===== src/design/mavt_pkg.sv =====
package mavt_pkg;

   // tracker geometry
   localparam int TURN_BITS  = 16;
   localparam int ANGLE_BITS = 12;

   // item and result field widths
   localparam int OP_W      = 2;
   localparam int RAW_W     = 12;
   localparam int TIME_W    = 16;
   localparam int POS_W     = 28;
   localparam int VEL_W     = 32;
   localparam int EST_W     = 36;
   localparam int FAIL_W    = 16;
   localparam int FRAC_BITS = 8;

   // configuration port
   localparam int CSR_INDEX_W = 4;
   localparam int CSR_DATA_W  = 16;
   localparam logic [CSR_INDEX_W-1:0] CSR_STALE_LIMIT = CSR_INDEX_W'(0);
   localparam logic [CSR_INDEX_W-1:0] CSR_LATENCY     = CSR_INDEX_W'(1);
   localparam logic [TIME_W-1:0] STALE_LIMIT_RESET = TIME_W'(1200);
   localparam logic [TIME_W-1:0] LATENCY_RESET     = TIME_W'(200);

   // serial arithmetic
   localparam int SPAN_W    = TIME_W + 1;
   localparam int MUL_A_W   = VEL_W;
   localparam int MUL_B_W   = 20;
   localparam int MUL_P_W   = MUL_A_W + MUL_B_W;
   localparam int DIV_N_W   = 56;
   localparam int DIV_D_W   = MUL_B_W;
   localparam int DIV_STEPS = DIV_N_W / 2;
   localparam int DIV_CNT_W = $clog2(DIV_STEPS + 1);
   localparam int PROD_W    = DIV_N_W - FRAC_BITS;
   localparam logic [MUL_B_W-1:0] US_PER_S = MUL_B_W'(1000000);

   // position before saturation, estimate before saturation
   localparam int POS_EXT_W  = (TURN_BITS + ANGLE_BITS > POS_W) ? TURN_BITS + ANGLE_BITS : POS_W;
   localparam int EST_CALC_W = 40;

   typedef enum logic [OP_W-1:0] {
      OP_START    = 2'd0,
      OP_UPDATE   = 2'd1,
      OP_ESTIMATE = 2'd2,
      OP_NOP      = 2'd3
   } op_type;

   typedef struct packed {
      logic busy;
      logic done;
   } unit_status_type;

endpackage


===== src/design/mavt_if.sv =====
interface mavt_req_if;
   logic                          valid;
   logic                          ready;
   logic [mavt_pkg::OP_W-1:0]     operation;
   logic [mavt_pkg::RAW_W-1:0]    raw_angle;
   logic                          read_ok;
   logic [mavt_pkg::TIME_W-1:0]   time_us;

   modport source (output valid, operation, raw_angle, read_ok, time_us, input ready);
   modport sink (input valid, operation, raw_angle, read_ok, time_us, output ready);
endinterface

interface mavt_rsp_if;
   logic                               valid;
   logic                               ready;
   logic signed [mavt_pkg::POS_W-1:0]  position_counts;
   logic signed [mavt_pkg::VEL_W-1:0]  velocity_cps;
   logic signed [mavt_pkg::EST_W-1:0]  estimate_q8;
   logic                               not_responding;
   logic                               status_error;
   logic [mavt_pkg::FAIL_W-1:0]        fail_count;

   modport source (output valid, position_counts, velocity_cps, estimate_q8, not_responding,
                   status_error, fail_count, input ready);
   modport sink (input valid, position_counts, velocity_cps, estimate_q8, not_responding,
                 status_error, fail_count, output ready);
endinterface

interface mavt_csr_if;
   logic                               valid;
   logic                               ready;
   logic [mavt_pkg::CSR_INDEX_W-1:0]   index;
   logic [mavt_pkg::CSR_DATA_W-1:0]    data;

   modport source (output valid, index, data, input ready);
   modport sink (input valid, index, data, output ready);
endinterface


===== src/design/mavt_mul.sv =====
module mavt_mul (
   input  logic                             clock,
   input  logic                             reset,
   input  logic                             start,
   input  logic [mavt_pkg::MUL_A_W-1:0]     a,
   input  logic [mavt_pkg::MUL_B_W-1:0]     b,
   output mavt_pkg::unit_status_type        status,
   output logic [mavt_pkg::MUL_P_W-1:0]     product
);

   logic                          run_ff, run_in;
   logic [mavt_pkg::MUL_P_W-1:0]  a_ff, a_in;
   logic [mavt_pkg::MUL_P_W-1:0]  acc_ff, acc_in;
   logic [mavt_pkg::MUL_B_W-1:0]  b_ff, b_in;

   // shift-add, one multiplier bit per cycle, stops once no set bits remain
   always_comb begin
      run_in = run_ff;
      a_in   = a_ff;
      b_in   = b_ff;
      acc_in = acc_ff;
      if (start) begin
         run_in = 1'b1;
         a_in   = mavt_pkg::MUL_P_W'(a);
         b_in   = b;
         acc_in = '0;
      end else if (run_ff) begin
         if (b_ff == '0) begin
            run_in = 1'b0;
         end else begin
            if (b_ff[0]) begin
               acc_in = acc_ff + a_ff;
            end
            a_in = a_ff << 1;
            b_in = b_ff >> 1;
         end
      end
   end

   always_ff @(posedge clock) begin
      a_ff   <= a_in;
      b_ff   <= b_in;
      acc_ff <= acc_in;
      if (reset) begin
         run_ff <= 1'b0;
      end else begin
         run_ff <= run_in;
      end
   end

   assign status.busy = run_ff;
   assign status.done = run_ff && (b_ff == '0);
   assign product     = acc_ff;

endmodule


===== src/design/mavt_div.sv =====
module mavt_div (
   input  logic                             clock,
   input  logic                             reset,
   input  logic                             start,
   input  logic [mavt_pkg::DIV_N_W-1:0]     dividend,
   input  logic [mavt_pkg::DIV_D_W-1:0]     divisor,
   output mavt_pkg::unit_status_type        status,
   output logic [mavt_pkg::DIV_N_W-1:0]     quotient
);

   localparam int NW = mavt_pkg::DIV_N_W;
   localparam int DW = mavt_pkg::DIV_D_W;

   logic                            run_ff, run_in;
   logic [mavt_pkg::DIV_CNT_W-1:0]  cnt_ff, cnt_in;
   logic [DW-1:0]                   rem_ff, rem_in;
   logic [DW-1:0]                   d_ff, d_in;
   logic [NW-1:0]                   num_ff, num_in;

   logic [DW:0] r1, r1s, r2, r2s;
   logic        q1, q2;

   // two restoring steps per cycle, quotient bits shift in where dividend bits leave
   assign r1  = {rem_ff, num_ff[NW-1]};
   assign q1  = r1 >= {1'b0, d_ff};
   assign r1s = q1 ? r1 - {1'b0, d_ff} : r1;
   assign r2  = {r1s[DW-1:0], num_ff[NW-2]};
   assign q2  = r2 >= {1'b0, d_ff};
   assign r2s = q2 ? r2 - {1'b0, d_ff} : r2;

   always_comb begin
      run_in = run_ff;
      cnt_in = cnt_ff;
      rem_in = rem_ff;
      d_in   = d_ff;
      num_in = num_ff;
      if (start) begin
         run_in = 1'b1;
         cnt_in = mavt_pkg::DIV_CNT_W'(mavt_pkg::DIV_STEPS);
         rem_in = '0;
         d_in   = divisor;
         num_in = dividend;
      end else if (run_ff) begin
         if (cnt_ff == '0) begin
            run_in = 1'b0;
         end else begin
            cnt_in = cnt_ff - mavt_pkg::DIV_CNT_W'(1);
            rem_in = r2s[DW-1:0];
            num_in = {num_ff[NW-3:0], q1, q2};
         end
      end
   end

   always_ff @(posedge clock) begin
      cnt_ff <= cnt_in;
      rem_ff <= rem_in;
      d_ff   <= d_in;
      num_ff <= num_in;
      if (reset) begin
         run_ff <= 1'b0;
      end else begin
         run_ff <= run_in;
      end
   end

   assign status.busy = run_ff;
   assign status.done = run_ff && (cnt_ff == '0);
   assign quotient    = num_ff;

endmodule


===== src/design/multiturn_angle_velocity_tracker.sv =====
// Multiturn tracker for a 4096-count absolute encoder. Each item is a start, an update or an
// estimate query, stamped with a free-running microsecond timer; every item returns exactly
// one result carrying position, velocity, estimate and status. Start, no-operation, stale
// estimate and zero-elapsed update items go from preparation straight to the result. Other
// updates and estimates pass through the bit-serial multiplier (times one million, or times
// elapsed-plus-latency) and then the divider, which retires two quotient bits a cycle over a
// 56-bit dividend. One item is worked on at a time; the next item is taken while an earlier
// result still waits on the output register. The user must write configuration through the
// csr channel only while no item is in progress; the block itself does not enforce this.
module multiturn_angle_velocity_tracker (
   input  logic        clock,
   input  logic        reset,
   mavt_req_if.sink    req_ch,
   mavt_rsp_if.source  rsp_ch,
   mavt_csr_if.sink    csr_ch
);

   localparam int AB  = mavt_pkg::ANGLE_BITS;
   localparam int TB  = mavt_pkg::TURN_BITS;
   localparam int PW  = mavt_pkg::POS_W;
   localparam int VW  = mavt_pkg::VEL_W;
   localparam int EW  = mavt_pkg::EST_W;
   localparam int ECW = mavt_pkg::EST_CALC_W;
   localparam int TW  = mavt_pkg::TIME_W;

   localparam logic signed [TB-1:0] TURN_MAX = {1'b0, {(TB-1){1'b1}}};
   localparam logic signed [TB-1:0] TURN_MIN = {1'b1, {(TB-1){1'b0}}};
   localparam logic signed [PW-1:0] POS_MAX  = {1'b0, {(PW-1){1'b1}}};
   localparam logic signed [PW-1:0] POS_MIN  = {1'b1, {(PW-1){1'b0}}};
   localparam logic signed [VW-1:0] VEL_MAX  = {1'b0, {(VW-1){1'b1}}};
   localparam logic signed [VW-1:0] VEL_MIN  = {1'b1, {(VW-1){1'b0}}};
   localparam logic signed [EW-1:0] EST_MAX  = {1'b0, {(EW-1){1'b1}}};
   localparam logic signed [EW-1:0] EST_MIN  = {1'b1, {(EW-1){1'b0}}};
   localparam logic [mavt_pkg::DIV_N_W-1:0] VEL_POS_LIM =
      mavt_pkg::DIV_N_W'({1'b0, {(VW-1){1'b1}}});
   localparam logic [mavt_pkg::DIV_N_W-1:0] VEL_NEG_LIM =
      mavt_pkg::DIV_N_W'({1'b1, {(VW-1){1'b0}}});
   localparam logic [AB+2:0] WRAP_LIM = {3'b100, {AB{1'b0}}};

   typedef enum logic [2:0] {
      ST_IDLE,
      ST_PREP,
      ST_MUL,
      ST_DIV,
      ST_DONE
   } state_type;

   state_type state_ff, state_in;

   // accepted item
   mavt_pkg::op_type   op_ff, op_in;
   logic [AB-1:0]      raw_ff, raw_in;
   logic               ok_ff, ok_in;
   logic [TW-1:0]      now_ff, now_in;

   // tracker state and configuration
   logic [AB-1:0]                   last_raw_ff, last_raw_in;
   logic signed [TB-1:0]            turn_ff, turn_in;
   logic signed [PW-1:0]            pos_ff, pos_in;
   logic signed [VW-1:0]            vel_ff, vel_in;
   logic [TW-1:0]                   last_time_ff, last_time_in;
   logic                            stale_ff, stale_in;
   logic                            err_ff, err_in;
   logic [mavt_pkg::FAIL_W-1:0]     fail_ff, fail_in;
   logic [TW-1:0]                   stale_limit_ff, stale_limit_in;
   logic [TW-1:0]                   latency_ff, latency_in;

   // working registers
   logic                            neg_ff, neg_in;
   logic [mavt_pkg::DIV_D_W-1:0]    div_d_ff, div_d_in;
   logic signed [EW-1:0]            est_ff, est_in;

   // result register
   logic                            rsp_valid_ff, rsp_valid_in;
   logic signed [PW-1:0]            out_pos_ff, out_pos_in;
   logic signed [VW-1:0]            out_vel_ff, out_vel_in;
   logic signed [EW-1:0]            out_est_ff, out_est_in;
   logic                            out_stale_ff, out_stale_in;
   logic                            out_err_ff, out_err_in;
   logic [mavt_pkg::FAIL_W-1:0]     out_fail_ff, out_fail_in;

   // datapath
   logic [TW-1:0]                   dt;
   logic [mavt_pkg::SPAN_W-1:0]     span;
   logic                            stale;
   logic signed [AB:0]              d_ang;
   logic [AB-1:0]                   ad;
   logic [AB+2:0]                   ad5;
   logic                            wrap;
   logic signed [TB-1:0]            turn_next;
   logic signed [mavt_pkg::POS_EXT_W-1:0] pos_ext;
   logic                            pos_fits;
   logic signed [PW-1:0]            np;
   logic signed [PW:0]              dp;
   logic [PW-1:0]                   dp_mag;
   logic [VW-1:0]                   vel_mag;
   logic                            go_mul;

   logic                            mul_start;
   logic [mavt_pkg::MUL_A_W-1:0]    mul_a;
   logic [mavt_pkg::MUL_B_W-1:0]    mul_b;
   logic [mavt_pkg::MUL_P_W-1:0]    mul_p;
   mavt_pkg::unit_status_type       mul_st;

   logic                            div_start;
   logic [mavt_pkg::DIV_N_W-1:0]    div_n;
   logic [mavt_pkg::DIV_N_W-1:0]    quo;
   mavt_pkg::unit_status_type       div_st;

   logic signed [VW-1:0]            vel_sat;
   logic signed [ECW-1:0]           est_term, est_base, est_sum;
   logic                            est_fits;
   logic signed [EW-1:0]            est_sat;

   // equal or earlier timer value counts as a rollover: a full wrap plus the difference, less one
   assign dt = (now_ff > last_time_ff) ? now_ff - last_time_ff
                                       : now_ff - last_time_ff - TW'(1);
   assign span  = mavt_pkg::SPAN_W'(dt) + mavt_pkg::SPAN_W'(latency_ff);
   assign stale = dt > stale_limit_ff;

   assign d_ang = signed'({1'b0, raw_ff}) - signed'({1'b0, last_raw_ff});
   assign ad    = d_ang[AB] ? AB'(-d_ang) : d_ang[AB-1:0];
   assign ad5   = (AB+3)'(ad) + ((AB+3)'(ad) << 2);
   assign wrap  = ad5 > WRAP_LIM;

   always_comb begin
      turn_next = turn_ff;
      if (wrap) begin
         if (!d_ang[AB]) begin
            if (turn_ff != TURN_MIN) begin
               turn_next = turn_ff - TB'(1);
            end
         end else if (turn_ff != TURN_MAX) begin
            turn_next = turn_ff + TB'(1);
         end
      end
   end

   // turn count times counts per turn plus angle is the concatenation
   assign pos_ext  = mavt_pkg::POS_EXT_W'(signed'({turn_next, raw_ff}));
   assign pos_fits = (pos_ext[mavt_pkg::POS_EXT_W-1:PW-1] == '0) ||
                     (pos_ext[mavt_pkg::POS_EXT_W-1:PW-1] == '1);
   assign np       = pos_fits ? pos_ext[PW-1:0]
                              : (pos_ext[mavt_pkg::POS_EXT_W-1] ? POS_MIN : POS_MAX);
   assign dp       = {np[PW-1], np} - {pos_ff[PW-1], pos_ff};
   assign dp_mag   = dp[PW] ? PW'(-dp) : dp[PW-1:0];
   assign vel_mag  = vel_ff[VW-1] ? unsigned'(-vel_ff) : unsigned'(vel_ff);

   assign go_mul    = ((op_ff == mavt_pkg::OP_UPDATE) && (dt != '0)) ||
                      ((op_ff == mavt_pkg::OP_ESTIMATE) && !stale);
   assign mul_start = (state_ff == ST_PREP) && go_mul;
   assign mul_a     = (op_ff == mavt_pkg::OP_UPDATE) ? mavt_pkg::MUL_A_W'(dp_mag) : vel_mag;
   assign mul_b     = (op_ff == mavt_pkg::OP_UPDATE) ? mavt_pkg::US_PER_S
                                                     : mavt_pkg::MUL_B_W'(span);

   assign div_start = (state_ff == ST_MUL) && mul_st.done;
   assign div_n     = (op_ff == mavt_pkg::OP_UPDATE)
                      ? mavt_pkg::DIV_N_W'(mul_p[mavt_pkg::PROD_W-1:0])
                      : {mul_p[mavt_pkg::PROD_W-1:0], {mavt_pkg::FRAC_BITS{1'b0}}};

   mavt_mul u_mul (
      .clock   (clock),
      .reset   (reset),
      .start   (mul_start),
      .a       (mul_a),
      .b       (mul_b),
      .status  (mul_st),
      .product (mul_p)
   );

   mavt_div u_div (
      .clock    (clock),
      .reset    (reset),
      .start    (div_start),
      .dividend (div_n),
      .divisor  (div_d_ff),
      .status   (div_st),
      .quotient (quo)
   );

   // quotient magnitude back to signed values with saturation
   always_comb begin
      if (!neg_ff) begin
         vel_sat = (quo > VEL_POS_LIM) ? VEL_MAX : signed'(quo[VW-1:0]);
      end else begin
         vel_sat = (quo > VEL_NEG_LIM) ? VEL_MIN : -signed'(quo[VW-1:0]);
      end
   end

   assign est_term = neg_ff ? -signed'(quo[ECW-1:0]) : signed'(quo[ECW-1:0]);
   assign est_base = signed'({{(ECW-PW-mavt_pkg::FRAC_BITS){pos_ff[PW-1]}}, pos_ff,
                              {mavt_pkg::FRAC_BITS{1'b0}}});
   assign est_sum  = est_base + est_term;
   assign est_fits = (est_sum[ECW-1:EW-1] == '0) || (est_sum[ECW-1:EW-1] == '1);
   assign est_sat  = est_fits ? est_sum[EW-1:0] : (est_sum[ECW-1] ? EST_MIN : EST_MAX);

   always_comb begin
      state_in       = state_ff;
      op_in          = op_ff;
      raw_in         = raw_ff;
      ok_in          = ok_ff;
      now_in         = now_ff;
      last_raw_in    = last_raw_ff;
      turn_in        = turn_ff;
      pos_in         = pos_ff;
      vel_in         = vel_ff;
      last_time_in   = last_time_ff;
      stale_in       = stale_ff;
      err_in         = err_ff;
      fail_in        = fail_ff;
      stale_limit_in = stale_limit_ff;
      latency_in     = latency_ff;
      neg_in         = neg_ff;
      div_d_in       = div_d_ff;
      est_in         = est_ff;
      rsp_valid_in   = rsp_valid_ff;
      out_pos_in     = out_pos_ff;
      out_vel_in     = out_vel_ff;
      out_est_in     = out_est_ff;
      out_stale_in   = out_stale_ff;
      out_err_in     = out_err_ff;
      out_fail_in    = out_fail_ff;

      if (rsp_valid_ff && rsp_ch.ready) begin
         rsp_valid_in = 1'b0;
      end

      if (csr_ch.valid) begin
         case (csr_ch.index)
            mavt_pkg::CSR_STALE_LIMIT: stale_limit_in = TW'(csr_ch.data);
            mavt_pkg::CSR_LATENCY:     latency_in     = TW'(csr_ch.data);
            default: ;
         endcase
      end

      case (state_ff)
         ST_IDLE: begin
            if (req_ch.valid) begin
               op_in    = mavt_pkg::op_type'(req_ch.operation);
               raw_in   = req_ch.raw_angle[AB-1:0];
               ok_in    = req_ch.read_ok;
               now_in   = req_ch.time_us;
               state_in = ST_PREP;
            end
         end
         ST_PREP: begin
            est_in   = '0;
            state_in = ST_DONE;
            case (op_ff)
               mavt_pkg::OP_START: begin
                  last_raw_in  = raw_ff;
                  turn_in      = '0;
                  pos_in       = '0;
                  vel_in       = '0;
                  last_time_in = now_ff;
               end
               mavt_pkg::OP_UPDATE: begin
                  if (!ok_ff) begin
                     err_in  = 1'b1;
                     fail_in = fail_ff + mavt_pkg::FAIL_W'(1);
                  end
                  turn_in      = turn_next;
                  last_raw_in  = raw_ff;
                  pos_in       = np;
                  last_time_in = now_ff;
                  neg_in       = dp[PW];
                  div_d_in     = mavt_pkg::DIV_D_W'(dt);
                  if (dt == '0) begin
                     // no elapsed time: only the direction survives
                     if (dp == '0) begin
                        vel_in = '0;
                     end else begin
                        vel_in = dp[PW] ? VEL_MIN : VEL_MAX;
                     end
                  end else begin
                     state_in = ST_MUL;
                  end
               end
               mavt_pkg::OP_ESTIMATE: begin
                  if (stale) begin
                     stale_in = 1'b1;
                  end else begin
                     stale_in = 1'b0;
                     neg_in   = vel_ff[VW-1];
                     div_d_in = mavt_pkg::US_PER_S;
                     state_in = ST_MUL;
                  end
               end
               default: ;
            endcase
         end
         ST_MUL: begin
            if (mul_st.done) begin
               state_in = ST_DIV;
            end
         end
         ST_DIV: begin
            if (div_st.done) begin
               if (op_ff == mavt_pkg::OP_UPDATE) begin
                  vel_in = vel_sat;
               end else begin
                  est_in = est_sat;
               end
               state_in = ST_DONE;
            end
         end
         ST_DONE: begin
            if (!rsp_valid_ff || rsp_ch.ready) begin
               rsp_valid_in = 1'b1;
               out_pos_in   = pos_ff;
               out_vel_in   = vel_ff;
               out_est_in   = est_ff;
               out_stale_in = stale_ff;
               out_err_in   = err_ff;
               out_fail_in  = fail_ff;
               state_in     = ST_IDLE;
            end
         end
         default: state_in = ST_IDLE;
      endcase
   end

   always_ff @(posedge clock) begin
      op_ff       <= op_in;
      raw_ff      <= raw_in;
      ok_ff       <= ok_in;
      now_ff      <= now_in;
      neg_ff      <= neg_in;
      div_d_ff    <= div_d_in;
      est_ff      <= est_in;
      out_pos_ff  <= out_pos_in;
      out_vel_ff  <= out_vel_in;
      out_est_ff  <= out_est_in;
      out_stale_ff <= out_stale_in;
      out_err_ff  <= out_err_in;
      out_fail_ff <= out_fail_in;
      if (reset) begin
         state_ff       <= ST_IDLE;
         rsp_valid_ff   <= 1'b0;
         last_raw_ff    <= '0;
         turn_ff        <= '0;
         pos_ff         <= '0;
         vel_ff         <= '0;
         last_time_ff   <= '0;
         stale_ff       <= 1'b0;
         err_ff         <= 1'b0;
         fail_ff        <= '0;
         stale_limit_ff <= mavt_pkg::STALE_LIMIT_RESET;
         latency_ff     <= mavt_pkg::LATENCY_RESET;
      end else begin
         state_ff       <= state_in;
         rsp_valid_ff   <= rsp_valid_in;
         last_raw_ff    <= last_raw_in;
         turn_ff        <= turn_in;
         pos_ff         <= pos_in;
         vel_ff         <= vel_in;
         last_time_ff   <= last_time_in;
         stale_ff       <= stale_in;
         err_ff         <= err_in;
         fail_ff        <= fail_in;
         stale_limit_ff <= stale_limit_in;
         latency_ff     <= latency_in;
      end
   end

   assign req_ch.ready          = (state_ff == ST_IDLE) && !reset;
   assign csr_ch.ready          = !reset;
   assign rsp_ch.valid          = rsp_valid_ff;
   assign rsp_ch.position_counts = out_pos_ff;
   assign rsp_ch.velocity_cps   = out_vel_ff;
   assign rsp_ch.estimate_q8    = out_est_ff;
   assign rsp_ch.not_responding = out_stale_ff;
   assign rsp_ch.status_error   = out_err_ff;
   assign rsp_ch.fail_count     = out_fail_ff;

`ifndef SYNTHESIS
   a_units_exclusive: assert property (@(posedge clock) disable iff (reset)
      !(mul_st.busy && div_st.busy))
      else $error("multiplier and divider busy together");

   a_accept_to_prep: assert property (@(posedge clock) disable iff (reset)
      (req_ch.valid && req_ch.ready) |=> (state_ff == ST_PREP))
      else $error("accepted item did not enter preparation");

   a_stale_zero_estimate: assert property (@(posedge clock) disable iff (reset)
      (rsp_ch.valid && rsp_ch.not_responding) |-> (rsp_ch.estimate_q8 == '0))
      else $error("stale result carries a nonzero estimate");

   a_fail_sets_error: assert property (@(posedge clock) disable iff (reset)
      (!$past(reset) && (fail_ff != $past(fail_ff))) |-> err_ff)
      else $error("failure count moved without the error flag");
`endif

endmodule


===== src/flat_wrapper.sv =====
// flat-port wrapper written by rule: the top's interface ports become plain ports
module multiturn_angle_velocity_tracker_flat 
  (clock, reset, req_ch_valid, req_ch_operation, req_ch_raw_angle, req_ch_read_ok, req_ch_time_us, req_ch_ready, rsp_ch_valid, rsp_ch_position_counts, rsp_ch_velocity_cps, rsp_ch_estimate_q8, rsp_ch_not_responding, rsp_ch_status_error, rsp_ch_fail_count, rsp_ch_ready, csr_ch_valid, csr_ch_index, csr_ch_data, csr_ch_ready);
  mavt_req_if req_ch_i ();
  mavt_rsp_if rsp_ch_i ();
  mavt_csr_if csr_ch_i ();
  input  logic clock;
  input  logic reset;
  input wire logic [$bits(req_ch_i.valid)-1:0] req_ch_valid;
  input wire logic [$bits(req_ch_i.operation)-1:0] req_ch_operation;
  input wire logic [$bits(req_ch_i.raw_angle)-1:0] req_ch_raw_angle;
  input wire logic [$bits(req_ch_i.read_ok)-1:0] req_ch_read_ok;
  input wire logic [$bits(req_ch_i.time_us)-1:0] req_ch_time_us;
  output wire logic [$bits(req_ch_i.ready)-1:0] req_ch_ready;
  output wire logic [$bits(rsp_ch_i.valid)-1:0] rsp_ch_valid;
  output wire logic [$bits(rsp_ch_i.position_counts)-1:0] rsp_ch_position_counts;
  output wire logic [$bits(rsp_ch_i.velocity_cps)-1:0] rsp_ch_velocity_cps;
  output wire logic [$bits(rsp_ch_i.estimate_q8)-1:0] rsp_ch_estimate_q8;
  output wire logic [$bits(rsp_ch_i.not_responding)-1:0] rsp_ch_not_responding;
  output wire logic [$bits(rsp_ch_i.status_error)-1:0] rsp_ch_status_error;
  output wire logic [$bits(rsp_ch_i.fail_count)-1:0] rsp_ch_fail_count;
  input wire logic [$bits(rsp_ch_i.ready)-1:0] rsp_ch_ready;
  input wire logic [$bits(csr_ch_i.valid)-1:0] csr_ch_valid;
  input wire logic [$bits(csr_ch_i.index)-1:0] csr_ch_index;
  input wire logic [$bits(csr_ch_i.data)-1:0] csr_ch_data;
  output wire logic [$bits(csr_ch_i.ready)-1:0] csr_ch_ready;
  assign req_ch_i.valid = req_ch_valid;
  assign req_ch_i.operation = req_ch_operation;
  assign req_ch_i.raw_angle = req_ch_raw_angle;
  assign req_ch_i.read_ok = req_ch_read_ok;
  assign req_ch_i.time_us = req_ch_time_us;
  assign req_ch_ready = req_ch_i.ready;
  assign rsp_ch_valid = rsp_ch_i.valid;
  assign rsp_ch_position_counts = rsp_ch_i.position_counts;
  assign rsp_ch_velocity_cps = rsp_ch_i.velocity_cps;
  assign rsp_ch_estimate_q8 = rsp_ch_i.estimate_q8;
  assign rsp_ch_not_responding = rsp_ch_i.not_responding;
  assign rsp_ch_status_error = rsp_ch_i.status_error;
  assign rsp_ch_fail_count = rsp_ch_i.fail_count;
  assign rsp_ch_i.ready = rsp_ch_ready;
  assign csr_ch_i.valid = csr_ch_valid;
  assign csr_ch_i.index = csr_ch_index;
  assign csr_ch_i.data = csr_ch_data;
  assign csr_ch_ready = csr_ch_i.ready;
  multiturn_angle_velocity_tracker u_core (.clock(clock), .reset(reset), .req_ch(req_ch_i), .rsp_ch(rsp_ch_i), .csr_ch(csr_ch_i));
endmodule

===== config.mk =====
export PLATFORM = sky130hd
export DESIGN_NAME = multiturn_angle_velocity_tracker_flat
export DESIGN_NICKNAME = d
export VERILOG_FILES = /design/src/design/mavt_pkg.sv /design/src/design/mavt_if.sv /design/src/design/mavt_mul.sv /design/src/design/mavt_div.sv /design/src/design/multiturn_angle_velocity_tracker.sv /design/src/flat_wrapper.sv
export SDC_FILE = /design/constraint.sdc
export NUM_CORES = 2
export LEC_CHECK = 0
export BUFFER_PORTS_ARGS = -buffer_cell sky130_fd_sc_hd__buf_2
export CORE_ASPECT_RATIO = 1.75
export CORE_MARGIN = 4
export CORE_UTILIZATION = 30
export DETAILED_ROUTE_END_ITERATION = 16
export GPL_TIMING_DRIVEN = 0
export SLEW_MARGIN = 20
export SYNTH_ARGS = -nofsm -noshare
export SYNTH_HDL_FRONTEND = slang
export SYNTH_SLANG_ARGS = --single-unit

===== constraint.sdc =====
create_clock -name clock -period 7.8 [get_ports clock]
set_input_delay 1.56 -clock clock [delete_from_list [all_inputs] [get_ports clock]]
set_output_delay 1.56 -clock clock [all_outputs]
set_load 0.02 [all_outputs]

==> run_results.csv <==
group,metric,value,unit
synthesis,synth_top_area_share,27.3,%
clock_tree,clockBufferDepth,3,
job,max_cap_viol_count,0,
clock_tree,hold_buffers,0,
setup_path,slowest_delay,0.47,ns
detailed_routing,dr.pass1.iters,8,
global_routing,grtUsageTotal,19.4,%
synthesis,synthMuxAreaShare,2.42,%
pwr,power_frac_comb,53.4,%
hold_path,hp-class,"register to register",
sta,hold_viol,0,
floorplanning,pin_count,173,
sta,min_period,8.53,ns
detailed_routing,wirelength,126,mm
clock_tree,cts.clk_slew.worst_paths,0.07,ns
global_routing,grt_pass1_wl,186,mm
sta,finalCritPeriodShare,109,%
floorplanning,start_util,30.2,%
sta,max_slew.worst_pin.slew,1.10,ns
clock_tree,cts_buffers,58,
synthesis,synth_top_family_by_area,"compound AO/OA/AOI/OAI gates",
final_layout,seq_area,14400,sq um
pwr,leakagePower,16.4,nW
setup_path,crit_buf_inv,10,
outcome,failed_checks,"setup timing",
synthesis,synthesis.area,35700,sq um
global_routing,antenna_found_initial,8,
setup_path,crit_top_cell,"buf_4",
global_routing,grt-busiest-layer,"met2",
clock_tree,clk_latency,0.67,ns
synthesis,synthCells,3996,
setup_path,cp_slowest_cell,"xor2_1",
pwr,ir_drop,0.389,mV
setup_path,r2r_slack,-0.73,ns
placement,gp_congestion,0.961,
synthesis,yosysWarnings,0,
setup_path,critPathMaxFanout,6,
setup_path,ff2ff_path_depth,39,
final_layout,nets,4613,
pwr,power.density,334,nW/um^2
final_layout,drive_gt1_share,15.9,%
synthesis,synthSimpleGateAreaFrac,16.6,%
synthesis,synthXorXnorAreaFrac,7.21,%
placement,io_buffers,171,
global_routing,use_met1,19.4,%
synthesis,ys_ff_latch,557,
sta,rsz0062_at_grt,"yes",
setup_path,critPathArrivalTime,8.94,ns
sta,setup_viol,60,
setup_path,critical-path-top-delay-family,"simple AND/OR/NAND/NOR gates",
synthesis,yosys.area.top_type,"edfxtp_1",
synthesis,syn_nets,4288,
hold_path,holdPathStages,0,
floorplanning,rows,167,
global_routing,first_global_vias,31700,
sta,setup_tns,-35.12,ns
floorplanning,die_y,464,um
global_routing,globalRouteMet2Util,36.5,%
floorplanning,die-area,125000,sq um
clock_tree,numClockSinks,557,
synthesis,synth_async_sr_flop_share,0,%
clock_tree,htreeDepth,2,
synthesis,synth-main-ff-cell,"edfxtp_1",
sta,finalWorstSetupSlack,-0.733,ns
synthesis,synth_fa_ha_area_share,8.46,%
final_layout,layout_commonest_cell,"nand2_1",
detailed_routing,drt_iter0_drc,1741,
synthesis,synth_enable_flop_cells,324,
sta,report.final.slew_viol_count,0,
synthesis,synth_area_leaders,"edfxtp_1 27%, dfxtp_1 13%, ha_1 8.0%",
setup_path,path_class,"register to register",
detailed_routing,route.detailed.drc,0,
sta,finalClockSkew,0.0261,ns
synthesis,avgSynthCellArea,8.93,sq um
synthesis,synth_compound_area_share,20.6,%
clock_tree,cts_tree,"yes",
global_routing,grt.overflow.total,0,
clock_tree,cts-root-buf,"clkbuf_16",
outcome,status,"finished with violations",
synthesis,ys_seq_area_share,40.3,%
sta,holdWs,0.410,ns
detailed_routing,drtAntennaViolNets,0,
final_layout,syn2layout_area_growth,19.8,%
setup_path,end_kind,"register",
floorplanning,coreArea,118000,sq um
final_layout,multi_input_area,21000,sq um
pwr,netSwitchingPower,5.91,mW
pwr,internal-power,8.36,mW
setup_path,startpoint_type,"register",
sta,fmax,0.117,GHz
pwr,pwr-share-seq,26.0,%
pwr,clkPwrFrac,20.7,%
placement,hpwlAfterDp,99.0,mm
final_layout,most-common-layout-cells,"467 x nand2_1, 352 x a21oi_1, 324 x edfxtp_1",
setup_path,path_depth,39,
pwr,finalPower,14.3,mW
setup_path,crit_required,8.21,ns
pwr,switching_share,41.4,%
detailed_routing,vias_per_cell,5.37,
detailed_routing,num_vias,31700,
global_routing,use_met3,2.52,%
sta,slew-limit-headroom,26.0,%
synthesis,synth_cell_type_count,90,
floorplanning,die_width,269,um
detailed_routing,avgRoutedWirePerCell,21.4,um
global_routing,grt_max_degree,54,
final_layout,num-fill-cells,12100,
metal layers:
| metal | wire length (um) | vias to the layer above | share of wire, % |
|---|---|---|---|
| li1 | - | 15200 | - |
| met1 | 44200 | 15100 | 35 |
| met2 | 65600 | 924 | 52 |
| met3 | 5330 | 410 | 4.2 |
| met4 | 10800 | 6 | 8.6 |
| met5 | 34 | - | 0.027 |
registers in the layout, indices dropped and copies added, names as in the netlist, 17 cells and up:
register and flops:
u_core.div_d_ff 17, u_core.est_ff 36, u_core.pos_ff 28, u_core.rsp_ch.estimate_q8 36, u_core.rsp_ch.position_counts 28, u_core.rsp_ch.velocity_cps 32
u_core.u_div.d_ff 17, u_core.u_div.quotient 56, u_core.u_div.rem_ff 20, u_core.u_mul.a_ff 48, u_core.u_mul.b_ff 20, u_core.u_mul.product 48
u_core.vel_ff 32
area by class of cell:
class | instances | share of cell area (%)
multi-input combinational | 3042 | 49.2
sequential | 557 | 33.7
tap | 1521 | 4.45
timing repair buffer | 271 | 4.28
clock buffer | 67 | 3.57
buffer | 188 | 1.96
inverter | 203 | 1.78
clock inverter | 43 | 1.08
antenna | 3 | 0.0176
logic make-up (layout without fill, tap and decap cells):
kind of cell,Yosys count,in the layout
buffers and inverters,397,772
AO/OA/AOI/OAI,1149,1149
AND/OR/NAND/NOR,1280,1280
flip-flops,557,557
adder cells (fa/ha/maj),236,236
other,0,3
XOR/XNOR,294,294
multiplexers,83,83
power by group through the flow:
| stage | logic (mW) | registers, mW | clock network, mW |
|---|---|---|---|
| final | 7.62 | 3.71 | 2.95 |
| after detailed placement | 5.59 | 3.77 | 0 |
| after global routing | 8.14 | 3.72 | 3.14 |
| after CTS | 6.56 | 3.70 | 3.03 |
| after floorplan | 4.07 | 3.66 | 0 |
| after global placement | 5.53 | 3.78 | 0 |
worst register-to-register path: cells and delay by family (launching register included):
family	cells	cell delay, ns
AO/OA/AOI/OAI	10	2.00
multiplexers	1	0.34
AND/OR/NAND/NOR	10	2.28
flip-flops	1	0.37
buffers and inverters	10	1.39
adder cells (fa/ha/maj)	4	0.95
XOR/XNOR	4	0.95
what timing repair did:
action	in CTS	in global routing
buffers inserted	57	34
resized for setup	161	139
gates cloned	3	1
pin swaps	65	83
setup endpoints to repair	78	111
synthesized netlist by cell type, types with 8 or more instances:
cell type	instances
nand2_1	482
a21oi_1	376
edfxtp_1	324
nor2_1	317
dfxtp_1	233
ha_1	227
o21ai_0	200
inv_1	199
xnor2_1	183
clkbuf_1	151
xor2_1	111
a21o_1	105
nor3_1	82
a211oi_1	77
nand3_1	72
mux2i_1	57
o22ai_1	55
nor2b_1	48
o31ai_1	48
or3_1	45
nand2b_1	40
nand4_1	39
nor4_1	36
o21a_1	35
a31oi_1	34
and2_1	24
mux2_2	24
a22oi_1	21
and3_1	21
o211ai_1	20
or2_2	19
a31o_2	18
or4_1	18
buf_1	17
o21bai_1	16
o41ai_1	16
buf_2	14
o31a_1	13
a311oi_1	11
a32o_1	10
buf_4	9
fa_1	9
a21boi_0	8
o311ai_0	8
stage by stage:
| step | std cells | utilization (%) | area, sq um | setup slack (ns) |
|---|---|---|---|---|
| CTS | 5867 | 35.5 | 42000 | -0.746 |
| global route | 5893 | 36.2 | 42800 | -0.988 |
| finish | 5895 | 36.2 | 42800 | -0.733 |
| global placement | 5688 | 32.6 | 38600 | -2.07 |
| floorplan | 3996 | - | 35800 | 0.00534 |
| detailed placement | 5701 | 32.8 | 38800 | -1.80 |
path summary, 6_finish.rpt:
kind	from	to
setup reg to reg	u_core.raw_ff[0]$_DFFE_PP_	u_core.u_mul.a_ff[25]$_DFFE_PP_
hold / removal	u_core.div_d_ff[1]$_SDFFCE_PP0P_	u_core.u_div.d_ff[1]$_DFFE_PP_
hold reg to reg	u_core.div_d_ff[1]$_SDFFCE_PP0P_	u_core.u_div.d_ff[1]$_DFFE_PP_
setup / recovery	u_core.raw_ff[0]$_DFFE_PP_	u_core.u_mul.a_ff[25]$_DFFE_PP_
No activity file was read; power rests on OpenSTA's default activity.
